## config.mk

```make
export PLATFORM = sky130hd
export DESIGN_NAME = symbol_file_record_parser_flat
export DESIGN_NICKNAME = d
export VERILOG_FILES = /design/src/rtl/sfrp_pkg.sv /design/src/rtl/sfrp_word_if.sv /design/src/rtl/sfrp_record_if.sv /design/src/rtl/sfrp_core.sv /design/src/rtl/symbol_file_record_parser.sv /design/src/flat_wrapper.sv
export SDC_FILE = /design/constraint.sdc
export NUM_CORES = 1
export LEC_CHECK = 0
export BUFFER_PORTS_ARGS = -buffer_cell sky130_fd_sc_hd__buf_4
export CAP_MARGIN = 20
export CORE_ASPECT_RATIO = 1.1
export CORE_MARGIN = 4
export CORE_UTILIZATION = 50
export DETAILED_ROUTE_END_ITERATION = 7
export HOLD_SLACK_MARGIN = 0.12
export PLACE_DENSITY = 0.71
export SLEW_MARGIN = 20
export SYNTH_ARGS = -nofsm -noshare
export SYNTH_HDL_FRONTEND = slang
export SYNTH_SLANG_ARGS = --single-unit
```

## constraint.sdc

```tcl
create_clock -name clk -period 10.1 [get_ports clk]
set_input_delay 1.01 -clock clk [delete_from_list [all_inputs] [get_ports clk]]
set_output_delay 1.01 -clock clk [all_outputs]
set_load 0.02 [all_outputs]
```

## src/rtl/sfrp_pkg.sv

```systemverilog
package sfrp_pkg;

	localparam int unsigned WordW = 36;
	localparam int unsigned KindW = 3;

	typedef logic [WordW-1:0] word_t;
	typedef logic [KindW-1:0] kind_t;

	localparam kind_t KIND_HALF  = 3'd0;
	localparam kind_t KIND_FULL  = 3'd1;
	localparam kind_t KIND_EXT   = 3'd2;
	localparam kind_t KIND_RELOC = 3'd3;
	localparam kind_t KIND_POL   = 3'd4;

	typedef struct packed {
		word_t symbol_name;
		kind_t record_kind;
		word_t symbol_value;
		word_t reloc_name;
		logic  commented;
	} record_t;

	typedef struct packed {
		logic    fire;
		record_t rec;
	} result_t;

endpackage

```

## src/rtl/sfrp_word_if.sv

```systemverilog
interface sfrp_word_if
	import sfrp_pkg::*;
	();
	logic  valid;
	logic  ready;
	word_t word;

	modport source (output valid, output word, input ready);
	modport sink (input valid, input word, output ready);
endinterface

```

## src/rtl/sfrp_record_if.sv

```systemverilog
interface sfrp_record_if
	import sfrp_pkg::*;
	();
	logic  valid;
	logic  ready;
	word_t symbol_name;
	kind_t record_kind;
	word_t symbol_value;
	word_t reloc_name;
	logic  commented;

	modport source (output valid, output symbol_name, output record_kind,
		output symbol_value, output reloc_name, output commented, input ready);
	modport sink (input valid, input symbol_name, input record_kind,
		input symbol_value, input reloc_name, input commented, output ready);
endinterface

```

## src/rtl/sfrp_core.sv

```systemverilog
module sfrp_core
	import sfrp_pkg::*;
(
	input  logic    clk,
	input  logic    arst_n,
	input  logic    step,
	input  word_t   word,
	output result_t res
);

	localparam word_t F_TAG    = 36'o200000000000;
	localparam word_t F_MAC    = 36'o020000000000;
	localparam word_t F_PNT    = 36'o004000000000;
	localparam word_t F_UND    = 36'o002000000000;
	localparam word_t F_EXT    = 36'o001000000000;
	localparam word_t F_ENT    = 36'o000200000000;
	localparam word_t F_MDF    = 36'o000020000000;
	localparam word_t F_SPT    = 36'o000010000000;
	localparam word_t F_LEL    = 36'o000002000000;
	localparam word_t F_REL    = 36'o000001000000;
	localparam word_t M_LEFT   = 36'o777777000000;
	localparam word_t M_TOP6   = 36'o770000000000;
	localparam word_t TBL_MARK = 36'o166371556441;
	localparam word_t END_MARK = 36'o373737373737;
	localparam word_t OP_LIMIT = 36'd14;
	localparam word_t COM_MASK = F_TAG | F_UND | F_EXT | F_ENT | F_MDF | F_SPT | F_LEL | F_REL;

	localparam int unsigned CntW = 21;

	typedef enum logic [14:0] {
		PH_HDR     = 15'b000000000000001,
		PH_START   = 15'b000000000000010,
		PH_FLAGS   = 15'b000000000000100,
		PH_MLINK   = 15'b000000000001000,
		PH_MBODY   = 15'b000000000010000,
		PH_MTAIL   = 15'b000000000100000,
		PH_ARGS    = 15'b000000001000000,
		PH_PTR     = 15'b000000010000000,
		PH_EXTNAME = 15'b000000100000000,
		PH_SPKIND  = 15'b000001000000000,
		PH_RSKIP   = 15'b000010000000000,
		PH_RNAME   = 15'b000100000000000,
		PH_PLINK   = 15'b001000000000000,
		PH_POP     = 15'b010000000000000,
		PH_POLSKIP = 15'b100000000000000
	} phase_t;

	phase_t           phase_q, phase_n;
	logic [CntW-1:0]  cnt_q, cnt_n, cnt_dec;
	word_t            sym_q, sym_n;
	word_t            flags_q, flags_n;
	word_t            value_q, value_n;
	logic             more_q, more_n;
	logic             finished_q, finished_n;
	logic [CntW-1:0]  arg_words;

	// Blocks of five words: (count + 1) * 5
	assign arg_words = ({3'b000, word[35:18]} + 21'd1)
		+ (({3'b000, word[35:18]} + 21'd1) << 2);
	assign cnt_dec = (cnt_q != '0) ? cnt_q - 21'd1 : cnt_q;

	always_comb begin
		phase_n    = phase_q;
		cnt_n      = cnt_q;
		sym_n      = sym_q;
		flags_n    = flags_q;
		value_n    = value_q;
		more_n     = more_q;
		finished_n = finished_q;
		res.fire   = 1'b0;
		res.rec.symbol_name  = sym_q;
		res.rec.record_kind  = KIND_HALF;
		res.rec.symbol_value = word;
		res.rec.reloc_name   = '0;
		res.rec.commented    = ((flags_q & COM_MASK) != '0) || (sym_q == TBL_MARK);
		if (!finished_q) begin
			case (phase_q)
				PH_HDR, PH_ARGS: begin
					cnt_n = cnt_dec;
					if (cnt_dec == '0)
						phase_n = PH_START;
				end
				PH_FLAGS: begin
					flags_n = word;
					res.rec.commented = ((word & COM_MASK) != '0) || (sym_q == TBL_MARK);
					if ((word & F_MAC) != '0) begin
						phase_n = PH_MLINK;
					end else if ((word & (F_PNT | F_SPT)) == '0) begin
						phase_n  = PH_START;
						res.fire = 1'b1;
						res.rec.symbol_value = {18'd0, word[17:0]};
					end else begin
						phase_n = PH_PTR;
					end
				end
				PH_MLINK: begin
					more_n  = (word & M_LEFT) != '0;
					cnt_n   = 21'd3;
					phase_n = PH_MBODY;
				end
				PH_MBODY: begin
					cnt_n = cnt_dec;
					if (cnt_dec == '0)
						phase_n = more_q ? PH_MLINK : PH_MTAIL;
				end
				PH_MTAIL: begin
					if ((word & M_TOP6) != '0) begin
						if (word == END_MARK) begin
							finished_n = 1'b1;
						end else begin
							sym_n   = word;
							phase_n = PH_FLAGS;
						end
					end else begin
						cnt_n   = arg_words;
						phase_n = PH_ARGS;
					end
				end
				PH_PTR: begin
					if ((flags_q & F_EXT) != '0) begin
						phase_n = PH_EXTNAME;
					end else begin
						value_n = word;
						if ((flags_q & F_SPT) != '0) begin
							phase_n = PH_SPKIND;
						end else begin
							phase_n  = PH_START;
							res.fire = 1'b1;
							res.rec.record_kind = KIND_FULL;
						end
					end
				end
				PH_EXTNAME: begin
					phase_n  = PH_START;
					res.fire = 1'b1;
					res.rec.record_kind = KIND_EXT;
				end
				PH_SPKIND: begin
					if (word[35]) begin
						phase_n  = PH_PLINK;
						res.fire = 1'b1;
						res.rec.record_kind  = KIND_POL;
						res.rec.symbol_value = value_q;
					end else begin
						phase_n = PH_RSKIP;
					end
				end
				PH_RSKIP: phase_n = PH_RNAME;
				PH_RNAME: begin
					phase_n  = PH_START;
					res.fire = 1'b1;
					res.rec.record_kind  = KIND_RELOC;
					res.rec.symbol_value = value_q;
					res.rec.reloc_name   = word;
				end
				PH_PLINK: begin
					if (word == '0)
						phase_n = PH_POP;
				end
				PH_POP: begin
					if (word[35] || word >= OP_LIMIT) begin
						phase_n = PH_START;
					end else begin
						cnt_n   = 21'd6;
						phase_n = PH_POLSKIP;
					end
				end
				PH_POLSKIP: begin
					cnt_n = cnt_dec;
					if (cnt_dec == '0)
						phase_n = PH_PLINK;
				end
				default: begin
					// waiting for a symbol: drop zero words
					phase_n = PH_START;
					if (word != '0) begin
						if (word == END_MARK) begin
							finished_n = 1'b1;
						end else begin
							sym_n   = word;
							phase_n = PH_FLAGS;
						end
					end
				end
			endcase
		end
	end

	always_ff @(posedge clk or negedge arst_n) begin
		if (!arst_n) begin
			phase_q    <= PH_HDR;
			cnt_q      <= 21'd5;
			sym_q      <= '0;
			flags_q    <= '0;
			value_q    <= '0;
			more_q     <= 1'b0;
			finished_q <= 1'b0;
		end else if (step) begin
			phase_q    <= phase_n;
			cnt_q      <= cnt_n;
			sym_q      <= sym_n;
			flags_q    <= flags_n;
			value_q    <= value_n;
			more_q     <= more_n;
			finished_q <= finished_n;
		end
	end

`ifndef ASSERT_OFF
	a_finished_sticks: assert property (@(posedge clk) disable iff (!arst_n)
		finished_q |=> finished_q)
		else $error("end marker state cleared");
	a_no_record_after_end: assert property (@(posedge clk) disable iff (!arst_n)
		finished_q |-> !res.fire)
		else $error("record produced after end marker");
	a_counter_phase: assert property (@(posedge clk) disable iff (!arst_n)
		(phase_q == PH_MBODY || phase_q == PH_POLSKIP) |-> cnt_q != '0)
		else $error("skip counter empty in a counted phase");
`endif

endmodule

```

## src/rtl/symbol_file_record_parser.sv

```systemverilog
// Symbol-table record parser.
// Channel words (sfrp_word_if, sink): one 36-bit file word per item.
// Channel records (sfrp_record_if, source): one record per plain symbol
// definition: name, kind, value, relocation name and the commented flag.
// Both channels move an item at a rising edge with valid and ready high.
// The word that completes a record passes the input register, then the
// single decode step, then the record register. Throughput: one word per
// cycle while records does not stall.
// Words that produce no record are consumed without output.
// Reset (arst_n low) returns the parser to header skipping with five words
// to drop and clears the valid flags of both registers; the block is ready straight after.
// When records stalls, the held record stays and one further word waits in
// the input register; words then stall until the record is taken.
// After the end marker every further word is accepted and dropped.
module symbol_file_record_parser
	import sfrp_pkg::*;
(
	input  logic   clk,
	input  logic   arst_n,
	sfrp_word_if.sink     words,
	sfrp_record_if.source records
);

	logic    valid_s1;
	word_t   word_s1;
	logic    advance;
	logic    out_valid_q;
	record_t rec_q;
	result_t res;

	assign advance     = !out_valid_q || records.ready;
	assign words.ready = !valid_s1 || advance;

	always_ff @(posedge clk or negedge arst_n) begin
		if (!arst_n) begin
			valid_s1 <= 1'b0;
		end else if (words.ready) begin
			valid_s1 <= words.valid;
		end
	end

	always_ff @(posedge clk) begin
		if (words.ready && words.valid)
			word_s1 <= words.word;
	end

	sfrp_core u_core (
		.clk    (clk),
		.arst_n (arst_n),
		.step   (valid_s1 && advance),
		.word   (word_s1),
		.res    (res)
	);

	always_ff @(posedge clk or negedge arst_n) begin
		if (!arst_n) begin
			out_valid_q <= 1'b0;
		end else if (advance) begin
			out_valid_q <= valid_s1 && res.fire;
		end
	end

	always_ff @(posedge clk) begin
		if (advance && valid_s1 && res.fire)
			rec_q <= res.rec;
	end

	assign records.valid        = out_valid_q;
	assign records.symbol_name  = rec_q.symbol_name;
	assign records.record_kind  = rec_q.record_kind;
	assign records.symbol_value = rec_q.symbol_value;
	assign records.reloc_name   = rec_q.reloc_name;
	assign records.commented    = rec_q.commented;

`ifndef ASSERT_OFF
	a_kind_range: assert property (@(posedge clk) disable iff (!arst_n)
		out_valid_q |-> rec_q.record_kind <= KIND_POL)
		else $error("record kind out of range");
	a_reloc_only_relocated: assert property (@(posedge clk) disable iff (!arst_n)
		(out_valid_q && rec_q.record_kind != KIND_RELOC) |-> rec_q.reloc_name == '0)
		else $error("relocation name on a non-relocated record");
	a_half_value: assert property (@(posedge clk) disable iff (!arst_n)
		(out_valid_q && rec_q.record_kind == KIND_HALF) |-> rec_q.symbol_value[35:18] == '0)
		else $error("half-word record carries a left half");
	a_stage_hold: assert property (@(posedge clk) disable iff (!arst_n)
		(valid_s1 && !advance) |=> (valid_s1 && $stable(word_s1)))
		else $error("input register lost a waiting word");
`endif

endmodule
```

## src/flat_wrapper.sv

```systemverilog
// flat-port wrapper written by rule: the top's interface ports become plain ports
module symbol_file_record_parser_flat import sfrp_pkg::*;
  (clk, arst_n, words_valid, words_word, words_ready, records_valid, records_symbol_name, records_record_kind, records_symbol_value, records_reloc_name, records_commented, records_ready);
  sfrp_word_if words_i ();
  sfrp_record_if records_i ();
  input  logic clk;
  input  logic arst_n;
  input wire logic [$bits(words_i.valid)-1:0] words_valid;
  input wire logic [$bits(words_i.word)-1:0] words_word;
  output wire logic [$bits(words_i.ready)-1:0] words_ready;
  output wire logic [$bits(records_i.valid)-1:0] records_valid;
  output wire logic [$bits(records_i.symbol_name)-1:0] records_symbol_name;
  output wire logic [$bits(records_i.record_kind)-1:0] records_record_kind;
  output wire logic [$bits(records_i.symbol_value)-1:0] records_symbol_value;
  output wire logic [$bits(records_i.reloc_name)-1:0] records_reloc_name;
  output wire logic [$bits(records_i.commented)-1:0] records_commented;
  input wire logic [$bits(records_i.ready)-1:0] records_ready;
  assign words_i.valid = words_valid;
  assign words_i.word = words_word;
  assign words_ready = words_i.ready;
  assign records_valid = records_i.valid;
  assign records_symbol_name = records_i.symbol_name;
  assign records_record_kind = records_i.record_kind;
  assign records_symbol_value = records_i.symbol_value;
  assign records_reloc_name = records_i.reloc_name;
  assign records_commented = records_i.commented;
  assign records_i.ready = records_ready;
  symbol_file_record_parser u_core (.clk(clk), .arst_n(arst_n), .words(words_i), .records(records_i));
endmodule
```

==> results.md <==
* Syn Inst Count at ~1000
* Hold_buf cts at 0
* Post-route insts no fill at approximately 1500
* Tcrit/Tclk final at 0.470
* Logic gate share of total power at 0.064
* Number of CTS-inserted buffers at 27
* Layout area overhead at 17.7%
* Die Wd at around 160 um
* Starting Density at 0.512
* Vias in the first global route at about 9000
* Worst VDD drop at between 0.1 and 0.15 mV
* GP Congestion at between 0.9 and 1
* Detail Placement HPWL at ~23 mm
* TritonCTS clock tree: done
* Placed instance count at 1433
* Slew Viols, Final at 0
* RSZ-0062 raised after global routing: false
* Post-CTS setup buffer count at 0
* CP max FO at 26
* Clock buffer depth at 3
* Port Buffers at 153
* Drt total wl at between 30 and 40 mm
* # nets final at between 1000 and 1500
* DRT Pass-1 Iters at 5
* Psw at ~540 uW
* Fmax at around 210 MHz
* Die Y-Extent at 175 um
* Flops & latches, synth at 268
* CP Class: flip-flop to flip-flop
* Maxcap violations at 0
* GRT Overall Usage at 0.232
* Synth area leader: edfxtp_1
* Clock power share at 0.414
* Max_slew headroom at 0.268
* Mapped cell area at between 0.01 and 0.015 mm^2
* Worst-margin pin slew at about 1.1 ns
* Hold violation total from the final report at 0
* Yosys cell types at between 70 and 80
* Clock slew at reported path FFs at 0.06 ns
* Drt wl/cell at between 20 and 25 um
* Leak at between 0.006 and 0.007 uW
* First DRT Iteration DRCs at 575
* Ant diodes at 0
* Top cell type's share of synthesized area at 0.351
* Post-synth EDFFs at between 100 and 150
* H-tree lvl count at 1
* Post-CTS resize count at 0
* CTS Root Cell: clkbuf_16
* # rows at 60
* Main synth FF type: edfxtp_1
* Largest net degree at the start of global routing at 66
* Syn nets at about 1100
* Clock skew at around 0.019 ns
* Sw Share at 0.233
* Most common cell after layout, fill and taps aside: buf_4
* Internal power at approximately 1800 uW
* Critical Path End Type: flip-flop
* Layout cells sized above 1 at 0.281
* Number of setup violations in the final report at 0
* Power, Total at 2300 uW
* # DRC at 0
* Final core occ at 0.603
* DR vias at about 8900
* Final ANT Viol Nets at 0
* Die area at between 0.02 and 0.03 mm^2
* Synth Area per Inst at between 10 and 15 um^2
* Total I/O pin count at ~150
* Final hold slack at around 0.47 ns
* Worst EP required at 10.51 ns
* Synth area leaders: edfxtp_1, dfrtp_1, mux2_2, mux2_4, nand2_1
* Final min period at about 4.8 ns
* Setup TNS at 0 ns
* Most frequent cells in the layout: buf_4, edfxtp_1, dfrtp_1
* Worst-skew pair later-pin latency at around 0.54 ns
* Ys async rst share at 0.448
* Register share of total power at 0.522
* First-pass GRT wire length at between 50 and 60 mm
* Remaining Overflow, GRT at 0
* Power density of the placed cells at 155 mW/mm^2
* Startpoint types: flip-flop
* CORE AREA at about 0.025 mm^2
* Clk sinks at 268
* Status: finished clean
* WP data arrival at about 5.2 ns
* Sequential fraction of the synthesis area at 0.589
* Filler cells at ~2000
* Synth Warn # at 0
* Hold crit path type: flip-flop to flip-flop
* Initial antenna violation count at 0
* Vias per cell at approximately 6
==> Yosys cell counts, types with 5 or more instances <==
library cell    n
inv_1          19
dfrtp_1       117
or2_2           5
nand3_1        20
nand4b_1        9
nor4b_1         6
and2_1         37
ha_1           19
xor2_1         13
mux2_2         72
a211oi_1        6
o21ai_0        42
or4_1          11
buf_6           5
a21oi_1        41
nor4_1         29
or3_1          14
nand3b_1        8
o211ai_1        5
o31ai_1         7
clkbuf_1       47
nand2b_1        9
and3_1         11
mux2_4         29
a22o_1         14
xnor2_1        23
o41ai_1         5
nor2_1         55
a31oi_1         8
edfxtp_1      148
nor3_1         26
nand4_1        19
nand2_1        67
==> path summary, 6_finish.rpt <==
kind / to / cells past startpoint / slack, ns / from
max in group asynchronous: u_core.u_core.sym_q[22] / 2 / 8.20 / arst_n
worst min register to register: u_core.records.symbol_name[4] / 0 / 0.47 / u_core.u_core.sym_q[4]
worst max-delay path: u_core.u_core.sym_q[30] / 12 / 5.35 / u_core.u_core.cnt_q[0]
worst min-delay path: u_core.records.symbol_name[4] / 0 / 0.47 / u_core.u_core.sym_q[4]
worst max register to register: u_core.u_core.sym_q[30] / 12 / 5.35 / u_core.u_core.cnt_q[0]
min in group asynchronous: u_core.u_core.sym_q[35] / 1 / 0.61 / arst_n
==> through the flow <==
| step | cell area [um^2] | setup WS, ns |
|---|---|---|
| global placement | 14000 | 5.47 |
| detailed placement | 14000 | 5.44 |
| CTS | 14900 | 5.36 |
| floorplan | 12700 | 5.36 |
| global route | 14900 | 4.94 |
| finish | 14900 | 5.35 |
==> flip-flops by register name, indices dropped and copies added, names as in the netlist <==
register,flops
u_core.records.valid,1
u_core.u_core.more_q,1
u_core.records.record_kind,3
u_core.records.commented,1
u_core.records.symbol_name,36
u_core.records.symbol_value,36
u_core.u_core.value_q,36
u_core.u_core.cnt_q,21
u_core.u_core.sym_q,36
u_core.valid_s1,1
u_core.u_core.finished_q,1
u_core.word_s1,36
u_core.u_core.phase_q,15
u_core.records.reloc_name,36
u_core.u_core.flags_q,8
==> area by class of cell <==
cell class | instances | area, um^2 | area share
Sequential cell | 268 | 7450 | 0.500
Timing Repair Buffer | 161 | 1210 | 0.0812
Clock inverter | 16 | 125 | 0.00840
Tap cell | 310 | 388 | 0.0260
Clock buffer | 34 | 722 | 0.0485
Inverter | 19 | 73.8 | 0.00496
Multi-Input combinational cell | 675 | 4920 | 0.331
==> critical path, cell delays in order, from the launching register on <==
cell and delay (ns):
dfstp_2 0.40, inv_1 0.10, ha_1 0.30, nor3b_1 0.37, nand4b_1 0.28, nor2_1 0.61
nor4_1 0.13, xnor2_1 0.18, a41oi_1 0.26, or2_1 0.74, o21bai_4 0.40, buf_4 0.50
mux2_4 0.34
==> cells by family (layout without fill, tap and decap cells) <==
logic type	after synthesis	after routing	synth area share
flip-flops	268	268	0.589
AND/OR/NAND/NOR	349	349	0.154
XOR/XNOR	36	36	0.0249
buffers and inverters	74	230	0.0251
adder cells (fa/ha/maj)	20	20	0.0204
AO/OA/AOI/OAI	166	166	0.0861
multiplexers	104	104	0.101
==> layer usage <==
layer  share of wire  up-vias  GRT usage
met5               0        -          0
met4           0.028        0     0.0716
met3           0.068       62     0.0543
met2            0.49      305      0.385
met1            0.42     4403      0.304
li1                -     4111          -
==> power by group through the flow <==
stage	Sequential (uW)	Clock, uW	Combinational [uW]
after detailed placement	1220	0	145
final	1200	954	147
after floorplan	1200	0	107
after global placement	1220	0	143
after global routing	1200	1020	163
after CTS	1200	970	146
(Power assumes the default switching activity.)
